## src/rtl/core/tcf_pkg.sv

```systemverilog
`default_nettype none

package tcf_pkg;

    localparam int CORDIC_STEPS_DEF = 16;
    localparam int QUEUE_DEPTH_DEF  = 2;

    localparam int TABLE_LEN = 24;
    localparam int TAB_IDX_W = 5;

    localparam int GYRO_FULL_SCALE_DPS = 2000;
    localparam int SAMPLE_PERIOD_MS    = 10;
    localparam int GYRO_GAIN           = GYRO_FULL_SCALE_DPS * SAMPLE_PERIOD_MS;
    localparam int GYRO_GAIN_W         = 19;

    // Integration divisor 128000 = 125 * 2^10.
    localparam int DIV_ODD   = 125;
    localparam int DIV_POW2  = 10;
    localparam int GYRO_DIV  = DIV_ODD << DIV_POW2;
    localparam int GYRO_DIV_W = 18;

    localparam int BLEND_SHIFT = 16;
    localparam int ANGLE_SHIFT = 8;

    localparam int SAMPLE_W = 16;
    localparam int XY_W     = 27;
    localparam int Z_W      = 27;
    localparam int ACC_W    = 19;
    localparam int GYRO_W   = 17;
    localparam int ANGLE_W  = 17;
    localparam int TRIM_W   = 13;
    localparam int WEIGHT_W = 16;
    localparam int LIMIT_W  = 16;

    localparam int ANGLE_MAX_INT = 46080;
    localparam int HALF_TURN_Z   = 180 * 65536;

    localparam int CFG_IDX_W  = 3;
    localparam int CFG_DATA_W = 16;

    typedef enum logic [CFG_IDX_W-1:0] {
        REG_GYRO_BIAS    = 3'd0,
        REG_ANGLE_TRIM   = 3'd1,
        REG_BLEND_WEIGHT = 3'd2,
        REG_FALL_LIMIT   = 3'd3
    } cfg_reg_t;

    localparam logic signed [SAMPLE_W-1:0] GYRO_BIAS_RST    = 16'sd16;
    localparam logic signed [TRIM_W-1:0]   ANGLE_TRIM_RST   = 13'sd128;
    localparam logic [WEIGHT_W-1:0]        BLEND_WEIGHT_RST = 16'd655;
    localparam logic [LIMIT_W-1:0]         FALL_LIMIT_RST   = 16'd12800;

    typedef struct packed {
        logic signed [SAMPLE_W-1:0] accel_x;
        logic signed [SAMPLE_W-1:0] accel_z;
        logic signed [SAMPLE_W-1:0] gyro_y;
    } tcf_in_t;

    typedef struct packed {
        logic signed [ANGLE_W-1:0] tilt_angle;
        logic                      fallen;
    } tcf_out_t;

    typedef struct packed {
        logic signed [ACC_W-1:0]  acc;
        logic signed [GYRO_W-1:0] g;
    } tcf_mid_t;

    typedef struct packed {
        logic signed [SAMPLE_W-1:0] gyro_bias;
        logic signed [TRIM_W-1:0]   angle_trim;
        logic [WEIGHT_W-1:0]        blend_weight;
        logic [LIMIT_W-1:0]         fall_limit;
    } tcf_cfg_t;

    // Arctangent of 2^-i in units of 2^-16 degree.
    function automatic logic signed [Z_W-1:0] atan_entry(input logic [TAB_IDX_W-1:0] idx);
        logic signed [Z_W-1:0] v;
        case (idx)
            5'd0:    v = 27'sd2949120;
            5'd1:    v = 27'sd1740967;
            5'd2:    v = 27'sd919879;
            5'd3:    v = 27'sd466945;
            5'd4:    v = 27'sd234379;
            5'd5:    v = 27'sd117304;
            5'd6:    v = 27'sd58666;
            5'd7:    v = 27'sd29335;
            5'd8:    v = 27'sd14668;
            5'd9:    v = 27'sd7334;
            5'd10:   v = 27'sd3667;
            5'd11:   v = 27'sd1833;
            5'd12:   v = 27'sd917;
            5'd13:   v = 27'sd458;
            5'd14:   v = 27'sd229;
            5'd15:   v = 27'sd115;
            5'd16:   v = 27'sd57;
            5'd17:   v = 27'sd29;
            5'd18:   v = 27'sd14;
            5'd19:   v = 27'sd7;
            5'd20:   v = 27'sd4;
            5'd21:   v = 27'sd2;
            5'd22:   v = 27'sd1;
            default: v = 27'sd0;
        endcase
        return v;
    endfunction

endpackage

`default_nettype wire

```

## src/rtl/core/tcf_queue.sv

```systemverilog
`default_nettype none

module tcf_queue #(
    parameter int WIDTH = 1,
    parameter int DEPTH = tcf_pkg::QUEUE_DEPTH_DEF
) (
    input  logic             clk,
    input  logic             rst_n,
    input  logic             push,
    input  logic [WIDTH-1:0] wdata,
    output logic             full,
    input  logic             pop,
    output logic [WIDTH-1:0] rdata,
    output logic             empty
);

    localparam int PTR_W = (DEPTH > 1) ? $clog2(DEPTH) : 1;
    localparam int CNT_W = $clog2(DEPTH + 1);
    localparam logic [PTR_W-1:0] PTR_LAST = PTR_W'(DEPTH - 1);
    localparam logic [CNT_W-1:0] CNT_FULL = CNT_W'(DEPTH);

    logic [WIDTH-1:0] mem_reg [DEPTH];
    logic [PTR_W-1:0] wr_ptr_reg, wr_ptr_next;
    logic [PTR_W-1:0] rd_ptr_reg, rd_ptr_next;
    logic [CNT_W-1:0] cnt_reg, cnt_next;
    logic             push_ok;
    logic             pop_ok;

    assign full    = (cnt_reg == CNT_FULL);
    assign empty   = (cnt_reg == '0);
    assign push_ok = push && !full;
    assign pop_ok  = pop && !empty;
    assign rdata   = mem_reg[rd_ptr_reg];

    always_comb
    begin
        wr_ptr_next = wr_ptr_reg;
        rd_ptr_next = rd_ptr_reg;
        cnt_next    = cnt_reg;
        if (push_ok)
        begin
            wr_ptr_next = (wr_ptr_reg == PTR_LAST) ? '0 : wr_ptr_reg + 1'b1;
        end
        if (pop_ok)
        begin
            rd_ptr_next = (rd_ptr_reg == PTR_LAST) ? '0 : rd_ptr_reg + 1'b1;
        end
        if (push_ok && !pop_ok)
        begin
            cnt_next = cnt_reg + 1'b1;
        end
        else if (pop_ok && !push_ok)
        begin
            cnt_next = cnt_reg - 1'b1;
        end
    end

    always_ff @(posedge clk or negedge rst_n)
    begin
        if (!rst_n)
        begin
            wr_ptr_reg <= '0;
            rd_ptr_reg <= '0;
            cnt_reg    <= '0;
        end
        else
        begin
            wr_ptr_reg <= wr_ptr_next;
            rd_ptr_reg <= rd_ptr_next;
            cnt_reg    <= cnt_next;
        end
    end

    always_ff @(posedge clk)
    begin
        if (push_ok)
        begin
            mem_reg[wr_ptr_reg] <= wdata;
        end
    end

endmodule

`default_nettype wire

```

## config.mk

```make
export PLATFORM = sky130hd
export DESIGN_NAME = tcf_queue
export DESIGN_NICKNAME = d
export VERILOG_FILES = /design/src/rtl/core/tcf_pkg.sv /design/src/rtl/core/tcf_queue.sv
export SDC_FILE = /design/constraint.sdc
export NUM_CORES = 1
export LEC_CHECK = 0
export ABC_CLOCK_PERIOD_IN_PS = 1600
export BUFFER_PORTS_ARGS = -buffer_cell sky130_fd_sc_hd__buf_2
export CAP_MARGIN = 5
export CORE_AREA = 2 2 39 41
export CTS_CLUSTER_DIAMETER = 40
export CTS_CLUSTER_SIZE = 25
export DETAILED_ROUTE_END_ITERATION = 8
export DIE_AREA = 0 0 41 43
export SETUP_SLACK_MARGIN = 0.15
export SYNTH_ARGS = -nofsm -noshare
export SYNTH_HDL_FRONTEND = slang
export SYNTH_SLANG_ARGS = --single-unit
```

## constraint.sdc

```tcl
create_clock -name clk -period 1.6 [get_ports clk]
set_clock_uncertainty 0.05 [all_clocks]
set_input_delay 0.16 -clock clk [delete_from_list [all_inputs] [get_ports clk]]
set_output_delay 0.16 -clock clk [all_outputs]
set_load 0.05 [all_outputs]
```

==> results.cfg <==
[run_status]
outcome = completed

[power]
vdd.ir_drop.worst_mv = 0.6796
seqPwrFrac_pct = 31.3
p_sw_uw = 400.3
pwr-share-clk_pct = 16.4
p_leak_nw = 0.1956
p_int_uw = 552.6
p_sw_share_pct = 42.01
combPwrFrac_pct = 52.3
power.density_mw_per_mm2 = 2273
fin_total_pwr_uw = 952.8

[critical_path]
cp_max_fo = 4
end_kind = flip-flop
rr_startpoint = cnt_reg[0]
path_class = reg -> reg
worstSetupStartpoint = cnt_reg[0]
rr_endpoint = cnt_reg[1]
start_kind = flip-flop
r2r_cells = 6
worstPathArrival_ns = 1.46
required_ns = 1.68
regToRegSetupSlack_ns = 0.22

[synth]
synth_top_area_share_pct = 37.38
synth-edff-count = 2
syn_inst = 22
seq_area_frac_synth_pct = 59.81
ys_warn_count = 0
avgSynthCellArea_um2 = 12.17
synth_area_um2 = 267.8
synth_common_cells = dfrtp_1 (4), nor2_1 (3), xnor2_1 (3)
synth.distinct_cells = 12
ys_ff_latch = 6
async_flop_share_pct = 66.67
synth_flop_cell = dfrtp_1
yosysTopAreaCell = dfrtp_1
synth.area.top_cells = dfrtp_1 (37%), edfxtp_1 (22%), xnor2_1 (9.8%)
yosysMostFrequentCell = dfrtp_1
synth_nets = 28

[routing]
drtPass1Iterations = 2
drc = 0
dr.first_iter.drc_count = 1
wl_per_cell_um = 8.566
via_per_inst = 3.906
final_antenna_net_count = 0
totalWireLength_um = 454
vias = 207

[die]
core_mm2 = 0.001384
initial_core_util_pct = 19.35
rows = 14
io-pin-count = 8
die_y_um = 43
fp.dieW_um = 41
die_area_mm2 = 0.001763

[clock_tree]
cts.htree.levels = 1
clkTransAtPathRegs_ns = 0.05
clk_path_buf_depth = 2
cts_made_buffers = 3
clkLatencyLatePin_ns = 0.25
root_buffer = clkbuf_4
cts_tree = done
cts_sinks = 6

[worst_hold_path]
min_from = wdata
hold_path_end = mem_reg[0]
worstHoldPathCells = 1
hp-class = in -> reg

[layout]
n_fill_cell = 140
final_area_um2 = 419.2
regArea_um2 = 161.4
instances_no_fill = 53
multi_input_area_um2 = 136.4
fin_util_pct = 30.29
antenna_cells = 0
syn2layout_area_growth_pct = 56.54
layout-drive-gt1-share_pct = 54.05
fin_nets = 44

[timing]
whs_ns = 0.04697
finalHoldViolations = 0
tightest_slew_ns = 0.2503
setup_ws_ns = 0.2242
period_minus_slack_ns = 1.376
rsz0062_at_grt = false
fmax_mhz = 726.8
setup_violations = 0
slew_headroom_pct = 83.43
tns_ns = 0
finalMaxSlewViolations = 0
min_period_over_period_pct = 85.99

[flow_run]
maxCapViolations = 0

[global_routing]
grt_pass1_vias = 207
antenna_found_initial = 0
grt_max_degree = 5
grt_pass1_wl_um = 793
grt-ovfl-total = 0
grt_use_total_pct = 7.273

[place]
port_buffers = 7
finalWeightedCongestion = 0.7186
preCtsSetupSlack_ns = 0.1338
dp_cells = 46
dpl-instance-area_um2 = 330.3
## final cells by class
cell class	count	area share (%)
sequential	6	38.51
tap	16	4.776
clock buffer	4	6.269
multi-input combinational	14	32.54
inverter	2	1.791
timing repair buffer	11	16.12
## layer usage
metal	vias to the layer above	track usage [%]	share of wire [%]	wire length, um
met2	7	8.750	45	205
li1	102	-	-	-
met4	0	8.000	4.8	22
met3	3	3.141	6.6	30
met5	-	0	0	0
met1	95	8.525	43	196
## how the worst max path moves through the flow
stage,to,depth (start not counted),slack [ns]
finish,cnt_reg[1],6,0.22
global route,cnt_reg[1],7,0.14
CTS,cnt_reg[1],6,0.20
detailed placement,cnt_reg[1],6,0.13
global placement,cnt_reg[1],6,0.13
floorplan,cnt_reg[1],6,0.19
## kinds of logic after synthesis
group / count (synthesis) / synth area share, %
simple gates: 6 / 10.28
flops: 6 / 59.82
xor+xnor: 5 / 16.36
buf+inv: 2 / 2.805
compound gates: 1 / 1.867
mux: 1 / 4.205
fa+ha+maj: 1 / 4.672
## worst max-delay path, cell delays in order, from the launching register on
cell and delay, ns:
dfrtp_1 0.40, buf_4 0.15, o21ai_4 0.16, ha_4 0.15, xor2_1 0.16, nor2_2 0.05
xor2_1 0.13
## repair_timing
action,CTS,global route
buffers inserted,0,2
pin swaps,0,0
gates resized for setup,2,5
hold endpoints to repair,4,0
setup endpoints to repair,1,1
hold buffers,1,0
## placed cells by master, fill, tap and decap left out, types with 2 or more instances in the layout
| cell | netlist | routed |
|---|---|---|
| buf_4 | 0 | 3 |
| inv_1 | 2 | 2 |
| clkbuf_4 | 0 | 3 |
| xor2_1 | 2 | 2 |
| edfxtp_1 | 2 | 2 |
| nor2_1 | 3 | 2 |
| xnor2_1 | 3 | 3 |
| buf_2 | 0 | 7 |
| dfrtp_1 | 4 | 3 |
## power groups by stage
stage	Combinational [mW]	Sequential [mW]	Clock, mW
2_1_floorplan	0.311	0.280	0
3_3_place_gp	0.394	0.282	0
3_5_place_dp	0.397	0.283	0
4_1_cts	0.420	0.289	0.159
5_1_grt	0.547	0.310	0.171
6_report	0.499	0.298	0.156
Power figures use the tool's default switching activity.
