**config.mk**
```make
export PLATFORM = sky130hd
export DESIGN_NAME = tcf_front
export DESIGN_NICKNAME = d
export VERILOG_FILES = /design/src/rtl/core/tcf_pkg.sv /design/src/rtl/core/tcf_front.sv
export SDC_FILE = /design/constraint.sdc
export NUM_CORES = 1
export LEC_CHECK = 0
export BUFFER_PORTS_ARGS = -buffer_cell sky130_fd_sc_hd__buf_2
export CAP_MARGIN = 15
export CORE_MARGIN = 2
export CORE_UTILIZATION = 55
export CTS_BUF_LIST = sky130_fd_sc_hd__clkbuf_8
export CTS_CLUSTER_SIZE = 20
export DETAILED_ROUTE_END_ITERATION = 16
export PLACE_DENSITY_LB_ADDON = 0.15
export SLEW_MARGIN = 20
export SYNTH_ARGS = -nofsm -noshare
export SYNTH_HDL_FRONTEND = slang
export SYNTH_SLANG_ARGS = --single-unit
```
**constraint.sdc**
```tcl
create_clock -name clk -period 7.9 [get_ports clk]
set_clock_uncertainty 0.15 [all_clocks]
set_input_delay 1.58 -clock clk [delete_from_list [all_inputs] [get_ports clk]]
set_output_delay 1.58 -clock clk [all_outputs]
set_load 0.01 [all_outputs]
```
**src/rtl/core/tcf_pkg.sv**
```systemverilog
`default_nettype none

package tcf_pkg;

    localparam int CORDIC_STEPS_DEF = 16;
    localparam int QUEUE_DEPTH_DEF  = 2;

    localparam int TABLE_LEN = 24;
    localparam int TAB_IDX_W = 5;

    localparam int GYRO_FULL_SCALE_DPS = 2000;
    localparam int SAMPLE_PERIOD_MS    = 10;
    localparam int GYRO_GAIN           = GYRO_FULL_SCALE_DPS * SAMPLE_PERIOD_MS;
    localparam int GYRO_GAIN_W         = 19;

    // Integration divisor 128000 = 125 * 2^10.
    localparam int DIV_ODD   = 125;
    localparam int DIV_POW2  = 10;
    localparam int GYRO_DIV  = DIV_ODD << DIV_POW2;
    localparam int GYRO_DIV_W = 18;

    localparam int BLEND_SHIFT = 16;
    localparam int ANGLE_SHIFT = 8;

    localparam int SAMPLE_W = 16;
    localparam int XY_W     = 27;
    localparam int Z_W      = 27;
    localparam int ACC_W    = 19;
    localparam int GYRO_W   = 17;
    localparam int ANGLE_W  = 17;
    localparam int TRIM_W   = 13;
    localparam int WEIGHT_W = 16;
    localparam int LIMIT_W  = 16;

    localparam int ANGLE_MAX_INT = 46080;
    localparam int HALF_TURN_Z   = 180 * 65536;

    localparam int CFG_IDX_W  = 3;
    localparam int CFG_DATA_W = 16;

    typedef enum logic [CFG_IDX_W-1:0] {
        REG_GYRO_BIAS    = 3'd0,
        REG_ANGLE_TRIM   = 3'd1,
        REG_BLEND_WEIGHT = 3'd2,
        REG_FALL_LIMIT   = 3'd3
    } cfg_reg_t;

    localparam logic signed [SAMPLE_W-1:0] GYRO_BIAS_RST    = 16'sd16;
    localparam logic signed [TRIM_W-1:0]   ANGLE_TRIM_RST   = 13'sd128;
    localparam logic [WEIGHT_W-1:0]        BLEND_WEIGHT_RST = 16'd655;
    localparam logic [LIMIT_W-1:0]         FALL_LIMIT_RST   = 16'd12800;

    typedef struct packed {
        logic signed [SAMPLE_W-1:0] accel_x;
        logic signed [SAMPLE_W-1:0] accel_z;
        logic signed [SAMPLE_W-1:0] gyro_y;
    } tcf_in_t;

    typedef struct packed {
        logic signed [ANGLE_W-1:0] tilt_angle;
        logic                      fallen;
    } tcf_out_t;

    typedef struct packed {
        logic signed [ACC_W-1:0]  acc;
        logic signed [GYRO_W-1:0] g;
    } tcf_mid_t;

    typedef struct packed {
        logic signed [SAMPLE_W-1:0] gyro_bias;
        logic signed [TRIM_W-1:0]   angle_trim;
        logic [WEIGHT_W-1:0]        blend_weight;
        logic [LIMIT_W-1:0]         fall_limit;
    } tcf_cfg_t;

    // Arctangent of 2^-i in units of 2^-16 degree.
    function automatic logic signed [Z_W-1:0] atan_entry(input logic [TAB_IDX_W-1:0] idx);
        logic signed [Z_W-1:0] v;
        case (idx)
            5'd0:    v = 27'sd2949120;
            5'd1:    v = 27'sd1740967;
            5'd2:    v = 27'sd919879;
            5'd3:    v = 27'sd466945;
            5'd4:    v = 27'sd234379;
            5'd5:    v = 27'sd117304;
            5'd6:    v = 27'sd58666;
            5'd7:    v = 27'sd29335;
            5'd8:    v = 27'sd14668;
            5'd9:    v = 27'sd7334;
            5'd10:   v = 27'sd3667;
            5'd11:   v = 27'sd1833;
            5'd12:   v = 27'sd917;
            5'd13:   v = 27'sd458;
            5'd14:   v = 27'sd229;
            5'd15:   v = 27'sd115;
            5'd16:   v = 27'sd57;
            5'd17:   v = 27'sd29;
            5'd18:   v = 27'sd14;
            5'd19:   v = 27'sd7;
            5'd20:   v = 27'sd4;
            5'd21:   v = 27'sd2;
            5'd22:   v = 27'sd1;
            default: v = 27'sd0;
        endcase
        return v;
    endfunction

endpackage

`default_nettype wire

```
**src/rtl/core/tcf_front.sv**
```systemverilog
`default_nettype none

module tcf_front #(
    parameter int CORDIC_STEPS = tcf_pkg::CORDIC_STEPS_DEF
) (
    input  logic              clk,
    input  logic              rst_n,
    input  logic              push,
    input  tcf_pkg::tcf_in_t  sample,
    output logic              full,
    input  tcf_pkg::tcf_cfg_t cfg,
    output logic              mid_push,
    output tcf_pkg::tcf_mid_t mid_word,
    input  logic              mid_full
);

    import tcf_pkg::*;

    localparam int STEPS = (CORDIC_STEPS > TABLE_LEN) ? TABLE_LEN : CORDIC_STEPS;
    localparam int CNT_W = (STEPS > 1) ? $clog2(STEPS) : 1;
    localparam logic [CNT_W-1:0]        CNT_LAST = CNT_W'(STEPS - 1);
    localparam logic signed [Z_W-1:0]   HALF_Z   = Z_W'(HALF_TURN_Z);
    localparam logic signed [Z_W:0]     ROUND_Z  = (Z_W+1)'(1 << (ANGLE_SHIFT - 1));

    typedef enum logic [1:0] {
        S_IDLE,
        S_ROT,
        S_DONE,
        S_SEND
    } state_t;

    state_t                   state_reg, state_next;
    logic signed [XY_W-1:0]   x_reg, x_next;
    logic signed [XY_W-1:0]   y_reg, y_next;
    logic signed [Z_W-1:0]    z_reg, z_next;
    logic [CNT_W-1:0]         cnt_reg, cnt_next;
    logic                     zero_reg, zero_next;
    logic signed [GYRO_W-1:0] g_reg, g_next;
    tcf_mid_t                 mid_reg, mid_next;

    logic signed [XY_W-1:0]   ax_w;
    logic signed [XY_W-1:0]   az_w;
    logic signed [XY_W-1:0]   xs;
    logic signed [XY_W-1:0]   ys;
    logic signed [Z_W-1:0]    tab;
    logic signed [Z_W-1:0]    z_fin;
    logic signed [Z_W:0]      z_round;

    assign full     = (state_reg != S_IDLE);
    assign mid_push = (state_reg == S_SEND);
    assign mid_word = mid_reg;

    always_comb
    begin
        ax_w    = XY_W'(sample.accel_x) <<< ANGLE_SHIFT;
        az_w    = XY_W'(sample.accel_z) <<< ANGLE_SHIFT;
        xs      = x_reg >>> cnt_reg;
        ys      = y_reg >>> cnt_reg;
        tab     = atan_entry(TAB_IDX_W'(cnt_reg));
        z_fin   = zero_reg ? '0 : z_reg;
        z_round = ROUND_Z - (Z_W+1)'(z_fin);

        state_next = state_reg;
        x_next     = x_reg;
        y_next     = y_reg;
        z_next     = z_reg;
        cnt_next   = cnt_reg;
        zero_next  = zero_reg;
        g_next     = g_reg;
        mid_next   = mid_reg;

        case (state_reg)
            S_IDLE:
            begin
                if (push)
                begin
                    zero_next = (sample.accel_x == '0) && (sample.accel_z == '0);
                    g_next    = GYRO_W'(sample.gyro_y) - GYRO_W'(cfg.gyro_bias);
                    cnt_next  = '0;
                    // A vector in the left half plane is turned by half a turn first.
                    if (sample.accel_z[SAMPLE_W-1])
                    begin
                        x_next = -az_w;
                        y_next = -ax_w;
                        z_next = sample.accel_x[SAMPLE_W-1] ? -HALF_Z : HALF_Z;
                    end
                    else
                    begin
                        x_next = az_w;
                        y_next = ax_w;
                        z_next = '0;
                    end
                    state_next = S_ROT;
                end
            end
            S_ROT:
            begin
                if (!y_reg[XY_W-1])
                begin
                    x_next = x_reg + ys;
                    y_next = y_reg - xs;
                    z_next = z_reg + tab;
                end
                else
                begin
                    x_next = x_reg - ys;
                    y_next = y_reg + xs;
                    z_next = z_reg - tab;
                end
                if (cnt_reg == CNT_LAST)
                begin
                    state_next = S_DONE;
                end
                else
                begin
                    cnt_next = cnt_reg + 1'b1;
                end
            end
            S_DONE:
            begin
                mid_next.acc = ACC_W'(z_round >>> ANGLE_SHIFT) + ACC_W'(cfg.angle_trim);
                mid_next.g   = g_reg;
                state_next   = S_SEND;
            end
            S_SEND:
            begin
                if (!mid_full)
                begin
                    state_next = S_IDLE;
                end
            end
            default:
            begin
                state_next = S_IDLE;
            end
        endcase
    end

    always_ff @(posedge clk or negedge rst_n)
    begin
        if (!rst_n)
        begin
            state_reg <= S_IDLE;
            x_reg     <= '0;
            y_reg     <= '0;
            z_reg     <= '0;
            cnt_reg   <= '0;
            zero_reg  <= 1'b0;
            g_reg     <= '0;
            mid_reg   <= '0;
        end
        else
        begin
            state_reg <= state_next;
            x_reg     <= x_next;
            y_reg     <= y_next;
            z_reg     <= z_next;
            cnt_reg   <= cnt_next;
            zero_reg  <= zero_next;
            g_reg     <= g_next;
            mid_reg   <= mid_next;
        end
    end

endmodule

`default_nettype wire

```
==> results.tsv <==
stage	metric	value	unit
floorplanning	Row Count	64	
logic_synthesis	Main synth FF type	dfrtp_1	
timing	Tmin final	7.01	ns
placement	dpl hpwl	34800	um
cells_and_area	ANT cells	0	
grt	largest net degree at the start of global routing	85	
grt	initial antenna violation count	0	
placement	Routability Congestion	0.994	
clock_network	Max clock buf depth	2	
routing	Routed WL per cell	18.5	um
job	Max-cap violations	0	
timing	Rel. slew slack	33.7	%
routing	# DRC	0	
cells_and_area	proportion of layout cells with a drive suffix above 1	14.4	%
cells_and_area	max reg flops	36	
run_status	status	complete, no violations	
logic_synthesis	async set-or-reset flop fraction in the synthesized netlist	100	%
clock_network	Worst-Skew Late Latency	0.50	ns
timing	Least-Margin Pin Slew	0.992	ns
logic_synthesis	Mapped Area	16900	um2
grt	Overall Global Routing Usage	28.4	%
grt	vias in the first global route	14600	
logic_synthesis	Yosys reg bits	141	
clock_network	Num CTS Buffers	17	
setup_path	critical path peak fanout	66	
clock_network	root buffer cell	clkbuf_8	
logic_synthesis	Mapped Cells	2054	
routing	drt pass-1 iters	6	
routing	Iter 0 DRT Violations	1521	
setup_path	crit start category	flop	
setup_path	crit end category	flop	
clock_network	CTS resizes	0	
cells_and_area	fin nets	2351	
cells_and_area	most frequent cells in the layout	179 x nand2_1, 178 x nor2_1, 173 x a21oi_1	
setup_path	WP data arrival	7.25	ns
timing	# setup viols final	0	
clock_network	Post-CTS Setup Repair Bufs	0	
grt	first-pass GRT wire length	75800	um
routing	ANT nets after route	0	
clock_network	# clock sinks	141	
floorplanning	DIE AREA	32200	um2
clock_network	CTS tree	yes	
routing	final wirelength	46300	um
clock_network	H-Tree Depth	4	
timing	RSZ-0062 raised after global routing	false	
floorplanning	Initial Util	55.7	%
cells_and_area	area grow syn2layout	6.94	%
setup_path	Worst R2R Setup Slack	0.89	ns
cells_and_area	commonest non-fill, non-tap cell in the layout	nand2_1	
logic_synthesis	Ys Warns	0	
timing	fin crit share	88.7	%
floorplanning	Die Ht	180	um
logic_synthesis	sequential area share after synthesis	20.8	%
setup_path	CP Class	flop to flop	
floorplanning	I/O Pins	151	
timing	Slew Limit Fails	0	
logic_synthesis	Mapped Nets	2306	
logic_synthesis	Synth cell types	84	
clock_network	Hold-fix buffers, CTS	0	
floorplanning	core footprint	30400	um2
worst_hold_path	Hold WC Path Type	flop to flop	
grt	total congestion overflow	0	
routing	Vias	15900	
placement	port bufs	118	
clock_network	Clock transition at path regs	0.10	ns
logic_synthesis	syn avg cell area	8.25	um2
setup_path	Required @ worst endpoint	8.14	ns
timing	setup TNS	0	ns
routing	routed vias/inst	6.33	
timing	Fmax	143	MHz
timing	Hold Vio Cnt, Final	0	
logic_synthesis	Post-synth EDFFs	0	
floorplanning	Die Width	180	um
[metrics by stage]
step	setup WS, ns	area, um2	util (%)	hold WS (ns)	std cells
6_report	0.894	18100	59.5	0.329	2508
4_1_cts	1.03	18100	59.5	0.337	2508
3_5_place_dp	1.06	17700	58.2	0.316	2476
5_1_grt	0.564	18100	59.5	0.352	2508
2_1_floorplan	1.88	16900	-	0.293	2054
3_3_place_gp	1.18	17700	58.2	0.304	2476
[cell usage after synthesis, drive strengths merged (6+ instances only)]
| cell | count | share of area (%) |
|---|---|---|
| nand2b | 41 | 1.5 |
| a21o | 45 | 2.0 |
| or2 | 10 | 0.37 |
| a311oi | 7 | 0.36 |
| and3 | 13 | 0.48 |
| o21bai | 10 | 0.44 |
| and2 | 17 | 0.63 |
| a21boi | 6 | 0.27 |
| a31oi | 31 | 1.2 |
| o31ai | 25 | 1.1 |
| clkbuf | 72 | 1.6 |
| nand4 | 16 | 0.59 |
| mux2i | 40 | 2.4 |
| ha | 134 | 9.9 |
| xnor2 | 95 | 4.9 |
| nor2b | 31 | 1.1 |
| nor3 | 49 | 1.4 |
| buf | 39 | 1.2 |
| xor2 | 77 | 4.0 |
| o2111ai | 6 | 0.31 |
| a22o | 8 | 0.41 |
| nor4 | 16 | 0.63 |
| or3 | 17 | 0.63 |
| o22ai | 18 | 0.66 |
| inv | 72 | 1.6 |
| o31a | 8 | 0.41 |
| nor2 | 178 | 3.9 |
| nand3 | 36 | 1.1 |
| nand3b | 6 | 0.27 |
| o21a | 21 | 0.93 |
| o21ai | 161 | 4.8 |
| nor3b | 9 | 0.43 |
| dfrtp | 141 | 21 |
| a211oi | 18 | 0.80 |
| mux2 | 61 | 4.1 |
| nand2 | 179 | 4.0 |
| a211o | 8 | 0.41 |
| a41oi | 6 | 0.31 |
| a21oi | 173 | 5.1 |
| mux4 | 58 | 7.7 |
| o41ai | 7 | 0.36 |
| or4 | 14 | 0.64 |
| o211ai | 15 | 0.66 |
[logic make-up (layout without fill, tap and decap cells)]
kind of cell    count (synthesis)  in the layout  share of synthesized area (%)
xor+xnor                      172            172                           8.89
fa+ha+maj                     139            139                           10.5
mux                           159            159                           14.1
flops                         141            141                           20.8
compound gates                614            614                           22.7
buf+inv                       184            242                           4.47
simple gates                  645            645                           18.5
[path summary, 6_finish.rpt]
check                                        from  cells after the start                        to
setup / recovery           cnt_reg[0]$_DFFE_PN0P_                     22     y_reg[24]$_DFFE_PN0P_
hold / removal               g_reg[7]$_DFFE_PN0P_                      2      g_reg[7]$_DFFE_PN0P_
setup reg to reg           cnt_reg[0]$_DFFE_PN0P_                     22     y_reg[24]$_DFFE_PN0P_
hold reg to reg              g_reg[7]$_DFFE_PN0P_                      2      g_reg[7]$_DFFE_PN0P_
max in group asynchronous                   rst_n                      2     y_reg[26]$_DFFE_PN0P_
min in group asynchronous                   rst_n                      1  mid_word[19]$_DFFE_PN0P_
[worst max-delay path: stages, from the launching register on]
cell and delay, ns:
dfrtp_4 1.05, mux4_2 0.66, mux4_2 0.52, inv_1 0.08, ha_1 0.24, nand2_1 0.07, or4_1 0.51, o31ai_1 0.09
a31oi_1 0.12, a211o_1 0.38, nor2_1 0.24, a21oi_1 0.12, xnor2_1 0.15, ha_1 0.38, nand4_1 0.15, or2_2 0.30
a311oi_1 0.45, o21ai_0 0.31, nand4_1 0.20, and2_1 0.18, a31oi_1 0.12, xnor2_1 0.14, o221a_2 0.26
[final cells by class]
class	instances	area, um2
Multi-Input combinational cell	1729	12700
Fill cell	2842	12300
Sequential cell	141	3540
Timing Repair Buffer	137	739
Tap cell	396	495
Inverter	73	274
Clock buffer	17	234
Clock inverter	15	164
[routing by layer]
| metal | global-route usage [%] | wire, um |
|---|---|---|
| met5 | 1.93 | 85 |
| met4 | 8.20 | 1000 |
| met3 | 4.98 | 3550 |
| met2 | 42.7 | 20300 |
| met1 | 41.7 | 21400 |
Power is not shown: default switching activity piles up to over one toggle a cycle in this logic, so the estimate is an artifact.
